[config.mk]
export PLATFORM = sky130hd
export DESIGN_NAME = dda_line_rasterizer_core
export DESIGN_NICKNAME = d
export VERILOG_FILES = /design/src/rtl/core/dda_pkg.sv /design/src/rtl/core/dda_ctrl.sv /design/src/rtl/core/dda_datapath.sv /design/src/rtl/core/dda_line_rasterizer_core.sv
export SDC_FILE = /design/constraint.sdc
export NUM_CORES = 1
export LEC_CHECK = 0
export CELL_PAD_IN_SITES_DETAIL_PLACEMENT = 1
export CELL_PAD_IN_SITES_GLOBAL_PLACEMENT = 1
export CORE_MARGIN = 8
export CORE_UTILIZATION = 45
export CTS_BUF_LIST = sky130_fd_sc_hd__clkbuf_4 sky130_fd_sc_hd__clkbuf_8
export CTS_CLUSTER_SIZE = 25
export DETAILED_ROUTE_END_ITERATION = 8
export DONT_BUFFER_PORTS = 1
export PLACE_DENSITY = 0.78
export SLEW_MARGIN = 5
export SYNTH_ARGS = -nofsm -noshare
export SYNTH_HDL_FRONTEND = slang
export SYNTH_SLANG_ARGS = --single-unit
export TNS_END_PERCENT = 30
[constraint.sdc]
create_clock -name clk_i -period 17.36 [get_ports clk_i]
set_input_delay 0.868 -clock clk_i [delete_from_list [all_inputs] [get_ports clk_i]]
set_output_delay 0.868 -clock clk_i [all_outputs]
set_load 0.05 [all_outputs]
[src/rtl/core/dda_pkg.sv]
// Shared types and constants of the DDA line rasterizer.
package dda_pkg;

  localparam int unsigned CoordW    = 6;
  localparam int unsigned PitchW    = 13;
  localparam int unsigned AddrW     = 18;
  localparam int unsigned InDataW   = 24;
  localparam int unsigned OutDataW  = 32;

  localparam logic [CoordW-1:0] CoordMax = 6'd63;
  localparam logic [PitchW-1:0] PitchMax = 13'd4096;
  localparam logic [PitchW-1:0] PitchRst = 13'd64;

  typedef enum logic [1:0] {
    ST_IDLE,
    ST_SETUP,
    ST_RUN
  } state_e;

  typedef struct packed {
    logic load;
    logic setup;
    logic step;
  } cmd_t;

  typedef struct packed {
    logic out_free;
    logic at_end;
  } status_t;

  function automatic logic [CoordW-1:0] sat_coord(input logic [CoordW-1:0] c);
    sat_coord = (c > CoordMax) ? CoordMax : c;
  endfunction

endpackage

[src/rtl/core/dda_ctrl.sv]
// Controller state machine that sequences load, setup and pixel stepping.
module dda_ctrl (
  input  logic             clk_i,
  input  logic             rst_ni,
  input  logic             s_axis_tvalid,
  output logic             s_axis_tready,
  input  dda_pkg::status_t sts_i,
  output dda_pkg::cmd_t    cmd_o
);

  dda_pkg::state_e state_q, state_d;

  always_ff @(posedge clk_i or negedge rst_ni) begin
    if (!rst_ni) begin
      state_q <= dda_pkg::ST_IDLE;
    end else begin
      state_q <= state_d;
    end
  end

  always_comb begin
    state_d       = state_q;
    cmd_o         = '0;
    s_axis_tready = 1'b0;
    case (state_q)
      dda_pkg::ST_IDLE: begin
        s_axis_tready = 1'b1;
        if (s_axis_tvalid) begin
          cmd_o.load = 1'b1;
          state_d    = dda_pkg::ST_SETUP;
        end
      end
      dda_pkg::ST_SETUP: begin
        cmd_o.setup = 1'b1;
        state_d     = dda_pkg::ST_RUN;
      end
      dda_pkg::ST_RUN: begin
        if (sts_i.out_free) begin
          cmd_o.step = 1'b1;
          if (sts_i.at_end) begin
            state_d = dda_pkg::ST_IDLE;
          end
        end
      end
      default: begin
        state_d = dda_pkg::ST_IDLE;
      end
    endcase
  end

  a_step_when_free: assert property (@(posedge clk_i) disable iff (!rst_ni)
    (state_q == dda_pkg::ST_RUN && sts_i.out_free) |-> cmd_o.step)
    else $error("Pixel step withheld although the output register is free.");

  a_accept_only_idle: assert property (@(posedge clk_i) disable iff (!rst_ni)
    s_axis_tready |-> (state_q == dda_pkg::ST_IDLE && !cmd_o.step))
    else $error("Segment accepted while a segment is in progress.");

  a_end_to_idle: assert property (@(posedge clk_i) disable iff (!rst_ni)
    (cmd_o.step && sts_i.at_end) |=> (state_q == dda_pkg::ST_IDLE))
    else $error("Controller did not return to idle after the final pixel.");

  a_load_to_setup: assert property (@(posedge clk_i) disable iff (!rst_ni)
    cmd_o.load |=> (state_q == dda_pkg::ST_SETUP))
    else $error("Setup did not follow a segment load.");

endmodule

[src/rtl/core/dda_datapath.sv]
// Datapath with segment registers, exact step accumulators and the output register.
module dda_datapath (
  input  logic                           clk_i,
  input  logic                           rst_ni,
  input  logic [dda_pkg::InDataW-1:0]    s_axis_tdata,
  input  logic                           cfg_valid_i,
  input  logic [dda_pkg::PitchW-1:0]     cfg_data_i,
  input  dda_pkg::cmd_t                  cmd_i,
  output dda_pkg::status_t               sts_o,
  output logic                           m_axis_tvalid,
  input  logic                           m_axis_tready,
  output logic [dda_pkg::OutDataW-1:0]   m_axis_tdata,
  output logic                           m_axis_tlast
);

  localparam int unsigned CW = dda_pkg::CoordW;
  localparam int unsigned PW = dda_pkg::PitchW;
  localparam int unsigned AW = dda_pkg::AddrW;

  logic [PW-1:0] pitch_q;
  logic [CW-1:0] sx_q, sy_q, ex_q, ey_q;
  logic [CW-1:0] adx_q, ady_q, n_q, k_q;
  logic          negx_q, negy_q;
  logic [CW-1:0] qx_q, rx_q, qy_q, ry_q;

  logic          out_valid_q;
  logic [AW-1:0] out_addr_q;
  logic [CW-1:0] out_x_q, out_y_q;
  logic          out_last_q;

  logic [CW-1:0] adx_c, ady_c, n_c;
  logic [CW:0]   rx_sum, ry_sum;
  logic [CW-1:0] px_c, py_c;
  logic [PW-1:0] pitch_eff;
  logic [AW:0]   prod_c;
  logic [AW-1:0] addr_c;

  always_ff @(posedge clk_i or negedge rst_ni) begin
    if (!rst_ni) begin
      pitch_q <= dda_pkg::PitchRst;
    end else if (cfg_valid_i) begin
      pitch_q <= cfg_data_i;
    end
  end

  assign adx_c = (ex_q >= sx_q) ? (ex_q - sx_q) : (sx_q - ex_q);
  assign ady_c = (ey_q >= sy_q) ? (ey_q - sy_q) : (sy_q - ey_q);
  assign n_c   = (adx_c > ady_c) ? adx_c : ady_c;

  assign rx_sum = {1'b0, rx_q} + {1'b0, adx_q};
  assign ry_sum = {1'b0, ry_q} + {1'b0, ady_q};

  always_ff @(posedge clk_i) begin
    if (cmd_i.load) begin
      sx_q <= dda_pkg::sat_coord(s_axis_tdata[5:0]);
      sy_q <= dda_pkg::sat_coord(s_axis_tdata[11:6]);
      ex_q <= dda_pkg::sat_coord(s_axis_tdata[17:12]);
      ey_q <= dda_pkg::sat_coord(s_axis_tdata[23:18]);
    end
    if (cmd_i.setup) begin
      adx_q  <= adx_c;
      ady_q  <= ady_c;
      n_q    <= n_c;
      k_q    <= '0;
      negx_q <= ex_q < sx_q;
      negy_q <= ey_q < sy_q;
      qx_q   <= '0;
      qy_q   <= '0;
      // Rounding toward minus infinity on a falling axis takes the ceiling of k*mag/n.
      rx_q   <= ((ex_q < sx_q) && (n_c != '0)) ? (n_c - 1'b1) : '0;
      ry_q   <= ((ey_q < sy_q) && (n_c != '0)) ? (n_c - 1'b1) : '0;
    end else if (cmd_i.step) begin
      k_q <= k_q + 1'b1;
      if (rx_sum >= {1'b0, n_q}) begin
        rx_q <= CW'(rx_sum - {1'b0, n_q});
        qx_q <= qx_q + 1'b1;
      end else begin
        rx_q <= CW'(rx_sum);
      end
      if (ry_sum >= {1'b0, n_q}) begin
        ry_q <= CW'(ry_sum - {1'b0, n_q});
        qy_q <= qy_q + 1'b1;
      end else begin
        ry_q <= CW'(ry_sum);
      end
    end
  end

  assign px_c      = negx_q ? (sx_q - qx_q) : (sx_q + qx_q);
  assign py_c      = negy_q ? (sy_q - qy_q) : (sy_q + qy_q);
  assign pitch_eff = (pitch_q > dda_pkg::PitchMax) ? dda_pkg::PitchMax : pitch_q;
  assign prod_c    = (AW+1)'(py_c) * (AW+1)'(pitch_eff);
  assign addr_c    = AW'(prod_c + (AW+1)'(px_c));

  assign sts_o.out_free = !out_valid_q || m_axis_tready;
  assign sts_o.at_end   = (k_q == n_q);

  always_ff @(posedge clk_i or negedge rst_ni) begin
    if (!rst_ni) begin
      out_valid_q <= 1'b0;
    end else if (cmd_i.step) begin
      out_valid_q <= 1'b1;
    end else if (m_axis_tready) begin
      out_valid_q <= 1'b0;
    end
  end

  always_ff @(posedge clk_i) begin
    if (cmd_i.step) begin
      out_addr_q <= addr_c;
      out_x_q    <= px_c;
      out_y_q    <= py_c;
      out_last_q <= (k_q == n_q);
    end
  end

  assign m_axis_tvalid = out_valid_q;
  assign m_axis_tdata  = {2'b00, out_y_q, out_x_q, out_addr_q};
  assign m_axis_tlast  = out_last_q;

endmodule

[src/rtl/core/dda_line_rasterizer_core.sv]
// Top level of the DDA line rasterizer: controller and datapath.
//
// A segment arrives as one transaction on the s_axis channel and leaves as
// one transaction per pixel on the m_axis channel, from start to end, with
// m_axis_tlast high on the final pixel. A segment of n steps, n being the
// larger of the column and row distances, yields n + 1 pixels.
// The row pitch used for the frame buffer word address is written through
// the cfg channel, which is always ready; write it only while no segment
// is in progress. Pitches above 4096 act as 4096.
// The accepting cycle loads the segment and the next cycle sets up the step
// counters; pixels then leave at one per cycle while the receiver keeps
// m_axis_tready high, each passing through the output register.
// The sequencing controller handles one segment at a time, and s_axis_tready
// is high again in the cycle after the final pixel enters the output register.
// When the receiver holds m_axis_tready low, the output register keeps its
// pixel and stepping pauses until it drains.
// Reset empties the output register, returns the controller to idle and sets
// the row pitch to 64.
module dda_line_rasterizer_core (
  input  logic        clk_i,
  input  logic        rst_ni,
  input  logic        s_axis_tvalid,
  output logic        s_axis_tready,
  input  logic [23:0] s_axis_tdata,  // start_x, start_y, end_x, end_y
  output logic        m_axis_tvalid,
  input  logic        m_axis_tready,
  output logic [31:0] m_axis_tdata,  // pixel_address, pixel_x, pixel_y, zero fill
  output logic        m_axis_tlast,
  input  logic        cfg_valid_i,
  output logic        cfg_ready_o,
  input  logic [12:0] cfg_data_i     // row_pitch
);

  dda_pkg::cmd_t    cmd;
  dda_pkg::status_t sts;

  assign cfg_ready_o = 1'b1;

  dda_ctrl u_ctrl (
    .clk_i         (clk_i),
    .rst_ni        (rst_ni),
    .s_axis_tvalid (s_axis_tvalid),
    .s_axis_tready (s_axis_tready),
    .sts_i         (sts),
    .cmd_o         (cmd)
  );

  dda_datapath u_datapath (
    .clk_i         (clk_i),
    .rst_ni        (rst_ni),
    .s_axis_tdata  (s_axis_tdata),
    .cfg_valid_i   (cfg_valid_i),
    .cfg_data_i    (cfg_data_i),
    .cmd_i         (cmd),
    .sts_o         (sts),
    .m_axis_tvalid (m_axis_tvalid),
    .m_axis_tready (m_axis_tready),
    .m_axis_tdata  (m_axis_tdata),
    .m_axis_tlast  (m_axis_tlast)
  );

endmodule

==> impl_metrics.env, run 1 <==
export IMPL_die_area_mm2=0.02670
export IMPL_grt_antenna_before_repair=0
export IMPL_cts_max_level=4
export IMPL_ctsResizeCount=0
export IMPL_cts_buffers=17
export IMPL_status="finished clean"
export IMPL_synth_ff_type="edfxtp_1"
export IMPL_numPortBuffers=0
export IMPL_hold_class="in -> async"
export IMPL_rsz0062_at_grt="no"
export IMPL_top_register="u_datapath.out_addr_q"
export IMPL_hold_violations=0
export IMPL_clock_sinks=121
export IMPL_final_nets=1162
export IMPL_drtIter0Drc=320
export IMPL_reg2reg_to="u_datapath.out_addr_q[16]$_DFFE_PP_"
export IMPL_reg_largest_list="u_datapath.out_addr_q: 18 flops, u_datapath.pitch_q: 13 flops"
export IMPL_reg2reg_slack_ps=9740
export IMPL_coreArea_mm2=0.02155
export IMPL_yosysSeqAreaShare_pct=34.51
export IMPL_worst_hold_slack_ps=100.6
export IMPL_cts_buffer_depth=2
export IMPL_cp_depth=28
export IMPL_rows=54
export IMPL_max_slew_margin_pct=32.50
export IMPL_regArea_mm2=0.003374
export IMPL_die_h_um=163.4
export IMPL_antennaDiodeCount=0
export IMPL_final_setup_viol_count=0
export IMPL_ff2ff_path_depth=28
export IMPL_synth_cells=972
export IMPL_path_common_cell="inv_1"
export IMPL_cts_root_buffer="clkbuf_8"
export IMPL_ant_nets=0
export IMPL_crit_fanout=13
export IMPL_synth_edf_count=87
export IMPL_start_util_pct=45.37
export IMPL_multi_input_area_mm2=0.005786
export IMPL_grt_start_max_net_pins=52
export IMPL_ys_async_sr_fraction_pct=13.22
export IMPL_cts_hold_buf=0
export IMPL_num_vias=6739
export IMPL_ys_seq_elements=121
export IMPL_critPathLaunch="u_datapath.qy_q[0]$_SDFFE_PP0P_"
export IMPL_tns_ps=0
export IMPL_clk_latency_ps=460
export IMPL_finalCriticalPeriod_ps=7620
export IMPL_fmax_mhz=131.2
export IMPL_via_per_inst=5.413
export IMPL_yosys_warnings=0
export IMPL_drv_slew=0
export IMPL_fillerInstances=2360
export IMPL_cpLargestDelayFamily="adder cells"
export IMPL_worst_slew_pin_slew_ps=1005
export IMPL_end_kind="register"
export IMPL_worstReg2RegStart="u_datapath.qy_q[0]$_SDFFE_PP0P_"
export IMPL_cts_tree="built"
export IMPL_maxCapViolCount=0
export IMPL_dp_hpwl_um=18650
export IMPL_path_clk_slew_ps=80
export IMPL_route_detailed_drc=0
export IMPL_crit_required_ps=17570
export IMPL_largest_reg_flops=18
export IMPL_gp_congestion=0.8344
export IMPL_netlist_area_mm2=0.009778
export IMPL_routedWlPerCell_um=19.17
export IMPL_pin_count=78
export IMPL_routed_wl_um=23870
export IMPL_endpoint="u_datapath.out_addr_q[16]$_DFFE_PP_"
export IMPL_critPathArrivalTime_ps=7830
export IMPL_grt_overflow=0
export IMPL_track_usage_pct=18.74
export IMPL_startpoint_type="register"
export IMPL_grt_pass1_vias=7327
export IMPL_syn2layout_area_growth_pct=6.590
export IMPL_final_common_cell="inv_1"
export IMPL_grt_first_pass_wirelength_um=38920
export IMPL_crit_slowest_cell="o41ai_1"
export IMPL_skew_ps=13.23
export IMPL_first_pass_iters=5
export IMPL_cpPeakStageDelay_ps=630
export IMPL_period_share_pct=43.89
export IMPL_critical_path_class="reg -> reg"
export IMPL_yosysUniqueCellTypes=64
export IMPL_cp_num_buf_inv=6
export IMPL_drive_above_1_share_pct=7.876
export IMPL_die_w_um=163.4
export IMPL_layout_common_cells="inv_1, ha_1, nor2_1, edfxtp_1, nand2_1"
export IMPL_syn_avg_cell_area_um2=10.06
export IMPL_post_cts_buffers=0
logic make-up after synthesis:
kind of cell | count (synthesis) | synth area share (%)
xor+xnor | 74 | 6.705
mux | 32 | 3.711
other cells | 2 | 0.07680
flops | 121 | 34.51
simple gates | 275 | 13.58
fa+ha+maj | 168 | 25.87
compound gates | 136 | 9.111
buf+inv | 164 | 6.436
stage by stage:
stage	area [um^2]	instances	utilization, %	worst slack, ps
2_1_floorplan	9782	973	-	10760
3_3_place_gp	9991	1213	46.35	10050
3_5_place_dp	9991	1213	46.35	9783
4_1_cts	10420	1245	48.36	9747
5_1_grt	10420	1245	48.36	9168
6_report	10420	1245	48.36	9740
layer usage:
layer  vias to the layer above  routed length, um  global-route usage (%)
met5                         -                  0                       0
met4                         0                731                   7.673
met3                        36               1086                   3.427
met2                       124              11370                   30.71
met1                      3348              10690                   24.01
li1                       3231                  -                       -
worst reg2reg max path, delay by kind of cell, from the launching register on:
kind | cells | cell delay, ps
multiplexers | 1 | 290
AND/OR/NAND/NOR | 3 | 410
buffers and inverters | 6 | 560
adder cells (fa/ha/maj) | 7 | 2930
AO/OA/AOI/OAI | 9 | 2240
flip-flops | 1 | 420
XOR/XNOR | 2 | 540
worst min path at each step:
| stage | slack (ps) | depth (start not counted) | startpoint | endpoint |
|---|---|---|---|---|
| 2_1_floorplan | 470 | 2 | u_datapath.k_q[5]$_SDFFE_PP0P_ | u_datapath.k_q[5]$_SDFFE_PP0P_ |
| 3_3_place_gp | 480 | 2 | u_datapath.k_q[5]$_SDFFE_PP0P_ | u_datapath.k_q[5]$_SDFFE_PP0P_ |
| 3_5_place_dp | 520 | 2 | u_datapath.k_q[5]$_SDFFE_PP0P_ | u_datapath.k_q[5]$_SDFFE_PP0P_ |
| 4_1_cts | 80 | 0 | rst_ni | u_datapath.pitch_q[5]$_DFFE_PN0P_ |
| 5_1_grt | 70 | 0 | rst_ni | u_datapath.pitch_q[5]$_DFFE_PN0P_ |
| 6_report | 100 | 0 | rst_ni | u_datapath.pitch_q[5]$_DFFE_PN0P_ |
final cells by class:
cell class,instances,share of cell area (%)
well taps,280,3.361
multi-input cells,688,55.51
clock buffers,20,2.461
clock inverters,12,1.681
repair buffers,4,0.2881
inverters,120,4.322
flip-flops and latches,121,32.38
Yosys cell counts, types with 18 or more instances:
cell | number | area, um^2
inv_1 | 115 | 431.7
ha_1 | 111 | 1389
nor2_1 | 89 | 334.1
edfxtp_1 | 87 | 2613
nand2_1 | 64 | 240.2
fa_1 | 57 | 1141
xnor2_1 | 50 | 437.9
a21oi_1 | 37 | 185.2
clkbuf_1 | 37 | 138.9
nand3_1 | 33 | 165.2
o21ai_0 | 31 | 155.2
xor2_1 | 23 | 201.4
a21o_1 | 19 | 142.6
dfxtp_1 | 18 | 360.4
mux2_2 | 18 | 202.7
nand2b_1 | 18 | 112.6
nor2b_1 | 18 | 112.6
Power of run 1 is left out: the tool's default activity adds up to more than one toggle a clock period on the data nets, which glitch-free logic cannot reach.
==> run 2, diff against run 1 <==
==> constraint.sdc (replaced) <==
create_clock -name clk_i -period 7.3 [get_ports clk_i]
set_input_delay 0.365 -clock clk_i [delete_from_list [all_inputs] [get_ports clk_i]]
set_output_delay 0.365 -clock clk_i [all_outputs]
set_load 0.05 [all_outputs]
==> run 2 against run 1 <==
  * Wire length increased by 2.5%
  * Cell area increased by 3.2%
  * Via count increased by 2.3%
  * Sequential share of layout area decreased by 1.0 points
  * Highest routed layer unchanged
  * Largest cell class unchanged
  * Sequential cell count unchanged
  * Global-route usage increased by 0.59 points
  * Critical endpoint unchanged
==> impl_metrics.env, run 2 (synthesized netlist as in run 1, its figures left out) <==
export IMPL_status="finished clean"
export IMPL_cts_max_level=4
export IMPL_finalCriticalPeriod_ps=6834
export IMPL_route_detailed_drc=0
export IMPL_routedWlPerCell_um=19.12
export IMPL_drive_above_1_share_pct=8.517
export IMPL_grt_pass1_vias=7578
export IMPL_layout_common_cells="inv_1, ha_1, nor2_1, edfxtp_1, nand2_1"
export IMPL_reg_largest_list="u_datapath.out_addr_q: 18 flops, u_datapath.pitch_q: 13 flops"
export IMPL_tns_ps=0
export IMPL_largest_reg_flops=18
export IMPL_track_usage_pct=19.33
export IMPL_start_util_pct=45.37
export IMPL_rows=54
export IMPL_multi_input_area_mm2=0.005811
export IMPL_fmax_mhz=146.3
export IMPL_hold_violations=0
export IMPL_crit_required_ps=7520
export IMPL_die_area_mm2=0.02670
export IMPL_final_nets=1195
export IMPL_critical_path_class="reg -> reg"
export IMPL_cpPeakStageDelay_ps=550
export IMPL_worst_slew_pin_slew_ps=1000
export IMPL_ant_nets=0
export IMPL_final_common_cell="inv_1"
export IMPL_path_common_cell="inv_1"
export IMPL_skew_ps=20.09
export IMPL_maxCapViolCount=0
export IMPL_period_share_pct=93.62
export IMPL_grt_overflow=0
export IMPL_die_h_um=163.4
export IMPL_pin_count=78
export IMPL_regArea_mm2=0.003376
export IMPL_via_per_inst=5.391
export IMPL_final_setup_viol_count=0
export IMPL_first_pass_iters=5
export IMPL_crit_slowest_cell="fa_1"
export IMPL_critPathArrivalTime_ps=7050
export IMPL_grt_start_max_net_pins=52
export IMPL_drv_slew=0
export IMPL_end_kind="register"
export IMPL_die_w_um=163.4
export IMPL_gp_congestion=0.8631
export IMPL_clk_latency_ps=470
export IMPL_hold_class="in -> reg"
export IMPL_max_slew_margin_pct=33.06
export IMPL_drtIter0Drc=322
export IMPL_routed_wl_um=24460
export IMPL_grt_first_pass_wirelength_um=40280
export IMPL_worst_hold_slack_ps=32.15
export IMPL_path_clk_slew_ps=80
export IMPL_num_vias=6895
export IMPL_top_register="u_datapath.out_addr_q"
export IMPL_crit_fanout=7
export IMPL_cts_buffers=17
export IMPL_clock_sinks=121
export IMPL_fillerInstances=2373
export IMPL_numPortBuffers=0
export IMPL_grt_antenna_before_repair=1
export IMPL_startpoint_type="register"
export IMPL_dp_hpwl_um=18650
export IMPL_syn2layout_area_growth_pct=10.03
export IMPL_cts_tree="built"
export IMPL_coreArea_mm2=0.02155
export IMPL_cts_root_buffer="clkbuf_8"
export IMPL_cts_buffer_depth=2
run 2: per-stage QoR:
stage          setup slack [ps]  util (%)  std cells  cell area (um^2)
2_1_floorplan             696.9         -        973              9782
3_5_place_dp              141.5     46.53       1218             10030
5_1_grt                  -6.523     49.92       1279             10760
3_3_place_gp              346.9     46.53       1218             10030
6_report                  465.7     49.92       1279             10760
4_1_cts                   117.6     49.72       1276             10720
run 2: worst paths after layout:
check                                                start                             endpoint  slack, ps  cells past startpoint
min                                         cfg_data_i[12]   u_datapath.pitch_q[12]$_DFFE_PN0P_         30                      2
min in group asynchronous                           rst_ni   u_datapath.pitch_q[12]$_DFFE_PN0P_        510                      1
max in group asynchronous                           rst_ni    u_datapath.pitch_q[2]$_DFFE_PN0P_       6180                      1
max                        u_datapath.qy_q[1]$_SDFFE_PP0P_  u_datapath.out_addr_q[16]$_DFFE_PP_        470                     28
min reg2reg                 u_datapath.k_q[5]$_SDFFE_PP0P_       u_datapath.k_q[5]$_SDFFE_PP0P_        520                      2
max reg2reg                u_datapath.qy_q[1]$_SDFFE_PP0P_  u_datapath.out_addr_q[16]$_DFFE_PP_        470                     28
run 2: metal layers:
| metal | track usage, % | wire, um | part of all wire (%) | vias up |
|---|---|---|---|---|
| met5 | 0 | 0 | 0 | - |
| met4 | 6.756 | 533 | 2.2 | 0 |
| met3 | 3.679 | 853 | 3.5 | 29 |
| met2 | 32.91 | 12080 | 49 | 108 |
| met1 | 24.09 | 10990 | 45 | 3457 |
| li1 | - | - | - | 3301 |
run 2: area by class of cell:
cell class	count	area share, %
multi-input combinational	688	54.01
inverter	120	4.187
tap	280	3.256
clock buffer	19	2.431
sequential	121	31.38
timing repair buffer	37	3.186
clock inverter	13	1.535
antenna	1	0.02326
run 2: repair_timing:
item / CTS / global route
buffers inserted: 0 / 2
endpoints found under the hold margin: 41 / 0
resized for setup: 0 / 4
setup endpoints to repair: 0 / 4
hold buffers: 26 / 0
run 2: critical path, delay by kind of cell, from the launching register on:
kind	cells	cell delay, ps
AO/OA/AOI/OAI	9	1940
XOR/XNOR	2	190
adder cells (fa/ha/maj)	7	2960
buffers and inverters	6	410
flip-flops	1	450
multiplexers	1	300
AND/OR/NAND/NOR	3	360
Power of run 2 is left out for the same reason.
